==> src/design/mpf_pkg.sv <==
// ----------------------------------------------------------------------------
// mpf_pkg: shared types and constants for the streaming 2D max-pool block
// Sample type, item tag carried down the line-store chain, register indexes
// and the signed maximum used by every cell.
// ----------------------------------------------------------------------------
package mpf_pkg;

    // sizing
    localparam int MAX_COLS     = 1024;
    localparam int MAX_KERNEL   = 8;
    localparam int SAMPLE_WIDTH = 16;

    localparam int COL_W      = $clog2(MAX_COLS);
    localparam int SEL_W      = $clog2(MAX_KERNEL);
    localparam int LINE_CELLS = MAX_KERNEL - 1;
    localparam int DIM_W      = 11;
    localparam int POS_W      = 10;
    localparam int KER_W      = 4;

    localparam logic [DIM_W-1:0] DIM_LIMIT = DIM_W'(1024);
    localparam logic [DIM_W-1:0] COL_LIMIT =
        (MAX_COLS < 1024) ? DIM_W'(MAX_COLS) : DIM_W'(1024);
    localparam logic [KER_W-1:0] KER_LIMIT = KER_W'(MAX_KERNEL);

    // register indexes
    localparam int REG_IDX_W = 3;
    localparam logic [REG_IDX_W-1:0] REG_CHANNELS    = 3'd0;
    localparam logic [REG_IDX_W-1:0] REG_IN_ROWS     = 3'd1;
    localparam logic [REG_IDX_W-1:0] REG_IN_COLS     = 3'd2;
    localparam logic [REG_IDX_W-1:0] REG_KERNEL_ROWS = 3'd3;
    localparam logic [REG_IDX_W-1:0] REG_KERNEL_COLS = 3'd4;
    localparam logic [REG_IDX_W-1:0] REG_STRIDE      = 3'd5;

    typedef logic signed [SAMPLE_WIDTH-1:0] sample_t;

    localparam sample_t MOST_NEG = {1'b1, {(SAMPLE_WIDTH-1){1'b0}}};

    // per-item control travelling alongside the data
    typedef struct packed {
        logic             valid;
        logic [COL_W-1:0] col;
        logic             emit;
        logic             last;
    } mpf_tag_t;

    function automatic sample_t sample_max(input sample_t a, input sample_t b);
        return (a > b) ? a : b;
    endfunction

endpackage

==> src/design/mpf_win_cell.sv <==
// ----------------------------------------------------------------------------
// mpf_win_cell: one step of the horizontal window
// Keeps the maximum of the latest column maxima over a span one longer than
// its left neighbour's, so cell k covers the last k+1 columns.
// ----------------------------------------------------------------------------
module mpf_win_cell
(
    input  logic             clk,
    input  logic             rst_n,
    input  logic             advance,
    input  logic             shift,
    input  logic             clear,
    input  mpf_pkg::sample_t col_max,
    input  mpf_pkg::sample_t p_in,
    output mpf_pkg::sample_t p_out
);
    import mpf_pkg::*;

    sample_t p_reg;

    // span maximum, restarted on a register write
    always_ff @(posedge clk or negedge rst_n)
    begin
        if (!rst_n)
        begin
            p_reg <= MOST_NEG;
        end
        else if (clear)
        begin
            p_reg <= MOST_NEG;
        end
        else if (advance && shift)
        begin
            p_reg <= sample_max(col_max, p_in);
        end
    end

    assign p_out = p_reg;

endmodule

==> config.mk <==
export PLATFORM = sky130hd
export DESIGN_NAME = mpf_win_cell
export DESIGN_NICKNAME = d
export VERILOG_FILES = /design/src/design/mpf_pkg.sv /design/src/design/mpf_win_cell.sv
export SDC_FILE = /design/constraint.sdc
export NUM_CORES = 1
export LEC_CHECK = 0
export BUFFER_PORTS_ARGS = -buffer_cell sky130_fd_sc_hd__buf_4
export CAP_MARGIN = 10
export CORE_MARGIN = 2
export CORE_UTILIZATION = 35
export CTS_CLUSTER_DIAMETER = 150
export DETAILED_ROUTE_END_ITERATION = 7
export MAX_ROUTING_LAYER = met4
export SLEW_MARGIN = 40
export SYNTH_ARGS = -nofsm -noshare
export SYNTH_HDL_FRONTEND = slang
export SYNTH_SLANG_ARGS = --single-unit
==> constraint.sdc <==
create_clock -name clk -period 1.01 [get_ports clk]
set_input_delay 0.0505 -clock clk [delete_from_list [all_inputs] [get_ports clk]]
set_output_delay 0.0505 -clock clk [all_outputs]
set_load 0.03 [all_outputs]
==> results of run 1 <==
==> routing by layer <==
layer / up-vias / share of wire / routed length (um) / track usage
met2: 60 / 0.56 / 2370 / 0.411
met1: 698 / 0.38 / 1610 / 0.216
li1: 687 / - / - / -
met4: 0 / 0.0038 / 16 / 0.0417
met5: - / 0 / 0 / -
met3: 4 / 0.059 / 252 / 0.0342
==> report_power, final <==
group	internal, mW	switching (mW)	leakage [nW]
combinational	0.486	0.512	0.821
clock	0.280	0.254	0.0228
sequential	0.689	0.0221	0.214
total	1.46	0.788	1.06
==> cells in the final DEF, fill, tap and decap left out, types with 2 or more instances in the layout <==
| master | n |
|---|---|
| a21oi_1 | 13 |
| ha_4 | 8 |
| clkbuf_8 | 3 |
| a311oi_2 | 2 |
| dfrtp_1 | 15 |
| a311o_1 | 15 |
| inv_4 | 2 |
| inv_1 | 10 |
| and2_1 | 15 |
| inv_2 | 4 |
| buf_4 | 58 |
| a21oi_2 | 10 |
| nor2b_1 | 2 |
| buf_6 | 12 |
| and2_4 | 2 |
| buf_12 | 3 |
| nand2_1 | 19 |
| nand2_4 | 4 |
| ha_1 | 8 |
==> kinds of logic (layout without fill, tap and decap cells) <==
logic type / after synthesis / in the layout / share of synthesized area
and+or+nand+nor: 48 / 49 / 0.201
AOI/OAI and AO/OA: 46 / 46 / 0.258
buffers and inverters: 25 / 96 / 0.0837
adders and majority gates: 16 / 16 / 0.152
DFF: 16 / 16 / 0.305
==> cell usage after synthesis (2+ instances only) <==
cell | number | area share
and2_1 | 15 | 0.071
a311o_1 | 15 | 0.11
nand2_2 | 2 | 0.0095
nor2b_1 | 2 | 0.0095
buf_6 | 2 | 0.017
a21oi_1 | 23 | 0.088
clkbuf_1 | 4 | 0.011
ha_1 | 16 | 0.15
dfrtp_1 | 15 | 0.29
nand2_1 | 21 | 0.060
nor2_1 | 2 | 0.0057
inv_1 | 17 | 0.049
a311oi_1 | 2 | 0.013
==> timing repair <==
item                                    in CTS  in global routing
pin swaps                                   10                  4
hold endpoints to repair                    16                  0
hold buffers                                 1                  0
cloned                                       1                  0
endpoints found under the setup margin      16                 16
setup buffers                                4                  1
resized for setup                           25                 16
==> through the flow <==
step | std cells | hold slack, ps | setup WS [ps] | area (um^2) | utilization
after floorplan | 151 | -245 | -887 | 1440 | -
final | 271 | 60.6 | -753 | 2280 | 0.628
after detailed placement | 260 | -68.0 | -1090 | 2000 | 0.550
after CTS | 270 | 59.2 | -760 | 2210 | 0.609
after global routing | 271 | 62.7 | -850 | 2280 | 0.628
after global placement | 260 | -71.9 | -1020 | 2000 | 0.550
==> layout make-up <==
type / instances / share of cell area
Multi-Input combinational cell: 111 / 0.455
Timing Repair Buffer: 75 / 0.287
Sequential cell: 16 / 0.176
Inverter: 17 / 0.0356
Tap cell: 48 / 0.0263
Clock buffer: 4 / 0.0197
==> final timing paths <==
path / end / depth (start not counted) / slack, ps
setup / recovery: p_out[6] / 11 / -750
hold / removal: p_out[9] / 2 / 60
setup reg to reg: p_out[13] / 2 / 50
hold reg to reg: p_out[15] / 2 / 560
max in group asynchronous: p_out[15] / 2 / 550
min in group asynchronous: p_out[5] / 2 / 200
==> qor.csv, run 1 <==
metric;value;unit
status;finished with violations;
cp.arrival;1900;ps
core-area;3630;um^2
overflow;0;
crit_chain;buf_8 > inv_4 > ha_4 > nand2_4 > nor4_4 > buf_4 > a21oi_2 > a31oi_4 > buf_6 > a21oi_2 > a311o_1;
diodes;0;
setup_tns;-11570;ps
fmax;567;MHz
ys_types;28;
yosys_warnings;0;
fill_cells;314;
track_usage;0.208;
hp-class;in -> reg;
finalPower;2.24;mW
cts_buffers;3;
die-area;4260;um^2
route.detailed.drc;0;
clock_latency;250;ps
final_antenna_net_count;0;
avgSynthCellArea;8.71;um^2
fin_nets;277;
h-tree-depth;1;
multi_input_area;1040;um^2
drt_wl_total;4250;um
slowest_delay;320;ps
dr_total_vias;1449;
io_pins;53;
die-width;65.3;um
cts.sinks;16;
hp-start;col_max[9];
syn_area;1320;um^2
synth_seq_cells;16;
grt_pass1_vias;1450;
cpMaxStageDelayCell;nor4_4;
viasPerCell;5.35;
seq_area_frac_synth;0.305;
numPortBuffers;52;
ir_drop;0.000576;V
grt_setup_unrepaired;true;
die-height;65.3;um
crit_path_frequent_cell;a21oi_2;
tightest_slew;304;ps
critPathCaptureType;flop;
synth_edf_count;0;
layout_min_cycle_time;1760;ps
grt_max_degree;17;
r2r-start;p_out[13];
hold_violations;0;
critical-path-top-delay-family;compound AO/OA/AOI/OAI gates;
rows;22;
p_leak;1.06;nW
antenna_found_initial;0;
cts_root_buf;clkbuf_8;
crit_path_max_fanout;7;
cts_tree;built;
drt_iter0_markers;66;
violations;setup timing;
crit_path_start;p_in[13];
start_kind;primary input;
clock_skew;0;ps
dp_hpwl;3020;um
syn-instance-count;151;
slew_viol_final;0;
synth_ff_type;dfrtp_1;
cp_data_required_time;1150;ps
cts_buffer_depth;2;
wl_per_cell;15.7;um
drive_above_1_share;0.534;
synth_nets;204;
critical_path_buf_inv_count;4;
synthArstFlopShare;1.00;
maxCapViolCount;0;
finalCritPeriodShare;1.75;
layout_setup_ws;-753;ps
start_util;0.362;
setup_viol;16;
relSlewSlack;0.798;
place_congestion;0.715;
largest_reg_flops;16;
drt_pre_antenna_iters;4;
path_class;in -> reg;
powerDensity;983;nW/um^2
area_growth;73.5;%
cts.clk_slew.worst_paths;70;ps
regArea;402;um^2
grt_pass1_wl;6690;um
Note: power is estimated with default switching activity, not from simulation.
==> inputs of run 2 (changes only) <==
==> constraint.sdc (replaced) <==
create_clock -name clk -period 1.9 [get_ports clk]
set_input_delay 0.095 -clock clk [delete_from_list [all_inputs] [get_ports clk]]
set_output_delay 0.095 -clock clk [all_outputs]
set_load 0.03 [all_outputs]
==> qor.csv, run 2 (synthesis results as in run 1) <==
metric;value;unit
largest_reg_flops;16;
final_common_cell;buf_4;
cts_buffer_depth;2;
die-height;65.3;um
track_usage;0.190;
start_kind;primary input;
placed_cells;255;
r2r-end;p_out[14];
crit_path_start;p_in[11];
switching_share;0.340;
cts_buffers;3;
antenna_found_initial;0;
hp-class;in -> reg;
cts_root_buf;clkbuf_8;
internal_power;765;uW
viasPerCell;5.19;
diodes;0;
switching_power;393;uW
fill_cells;358;
fmax;547;MHz
final_cells;260;
fin_nets;266;
cts_tree;built;
area_growth;58.5;%
clock_latency;250;ps
place_congestion;0.766;
die-area;4260;um^2
core-area;3630;um^2
clkPwrFrac;0.276;
crit_path_max_fanout;8;
io_pins;53;
status;complete, no violations;
h-tree-depth;1;
grt_setup_unrepaired;true;
hold_violations;0;
crit_path_end;p_out[4];
r2r_slack;940;ps
combPwrFrac;0.397;
rows;22;
layout_min_cycle_time;1830;ps
dp_worst_setup_slack;-210;ps
grt_pass1_vias;1354;
wl_per_cell;14.9;um
layout_setup_ws;71.0;ps
final_antenna_net_count;0;
drt_iter0_markers;52;
r2r-start;p_out[14];
drt_pre_antenna_iters;4;
relSlewSlack;0.544;
p_leak;0.984;nW
dr_total_vias;1349;
clock_skew;0;ps
overflow;0;
path_class;in -> reg;
start_util;0.362;
numPortBuffers;52;
cp_data_required_time;2040;ps
cp.arrival;1970;ps
cts_setup_buffers;0;
slew_viol_final;0;
drt_wl_total;3880;um
final_cell_mix;buf_4 (60), a21oi_1 (21), nand2_1 (19);
grt_pass1_wl;5990;um
critPathCaptureType;flop;
powerDensity;555;nW/um^2
setup_tns;0;ps
dp_hpwl;2940;um
setup_viol;0;
maxCapViolCount;0;
die-width;65.3;um
pwr-share-seq;0.327;
reg2reg_depth;2;
cts.sinks;16;
grt_max_degree;32;
drive_above_1_share;0.467;
ir_drop;0.000241;V
route.detailed.drc;0;
whs;101;ps
cts.clk_slew.worst_paths;70;ps
tightest_slew;682;ps
finalCritPeriodShare;0.963;
-- run 2: what timing repair did --
action	CTS	global route
endpoints found under the hold margin	16	0
hold buffers	1	0
endpoints found under the setup margin	0	12
gates resized for setup	0	14
-- run 2: per-layer routing --
metal	global-route usage	share of wire	wire (um)	up-vias
met5	-	0	0	-
met4	0.0703	0.012	47	0
met3	0.0257	0.054	211	4
met2	0.356	0.53	2040	42
met1	0.203	0.41	1580	633
li1	-	-	-	670
-- run 2: power groups by stage --
stage | Combinational (mW) | Clock (mW) | Sequential, mW
after floorplan | 0.201 | 0 | 0.434
after global placement | 0.423 | 0 | 0.384
after detailed placement | 0.436 | 0 | 0.385
after CTS | 0.438 | 0.327 | 0.379
after global routing | 0.496 | 0.346 | 0.382
final | 0.460 | 0.319 | 0.379
-- run 2: cell type report --
class,count,area [um^2],share of cell area
Clock buffer,4,55.1,0.0264
Inverter,17,78.8,0.0378
Multi-Input combinational cell,111,995,0.477
Sequential cell,16,402,0.193
Timing Repair Buffer,64,494,0.237
Tap cell,48,60.1,0.0288
-- run 2: worst min path at each step --
stage          depth (start not counted)   endpoint        start
2_1_floorplan                          0   p_out[0]        rst_n
3_3_place_gp                           1   p_out[5]        rst_n
3_5_place_dp                           1   p_out[5]        rst_n
4_1_cts                                3  p_out[15]  col_max[15]
5_1_grt                                2   p_out[6]   col_max[6]
6_report                               2   p_out[3]   col_max[3]
-- run 2: through the flow --
step           utilization  total power, mW  area [um^2]
2_1_floorplan            -            0.635         1440
3_3_place_gp         0.533            0.807         1940
3_5_place_dp         0.535            0.820         1950
4_1_cts              0.553             1.14         2010
5_1_grt              0.574             1.22         2080
6_report             0.574             1.16         2080
-- run 2: worst max-delay path, cell delays in order --
cell and delay, ps:
buf_4 90, inv_2 40, ha_4 270, nand2_4 50, nor4_4 350, o211ai_2 190, a31o_4 310, and2_2 280
a311o_1 290
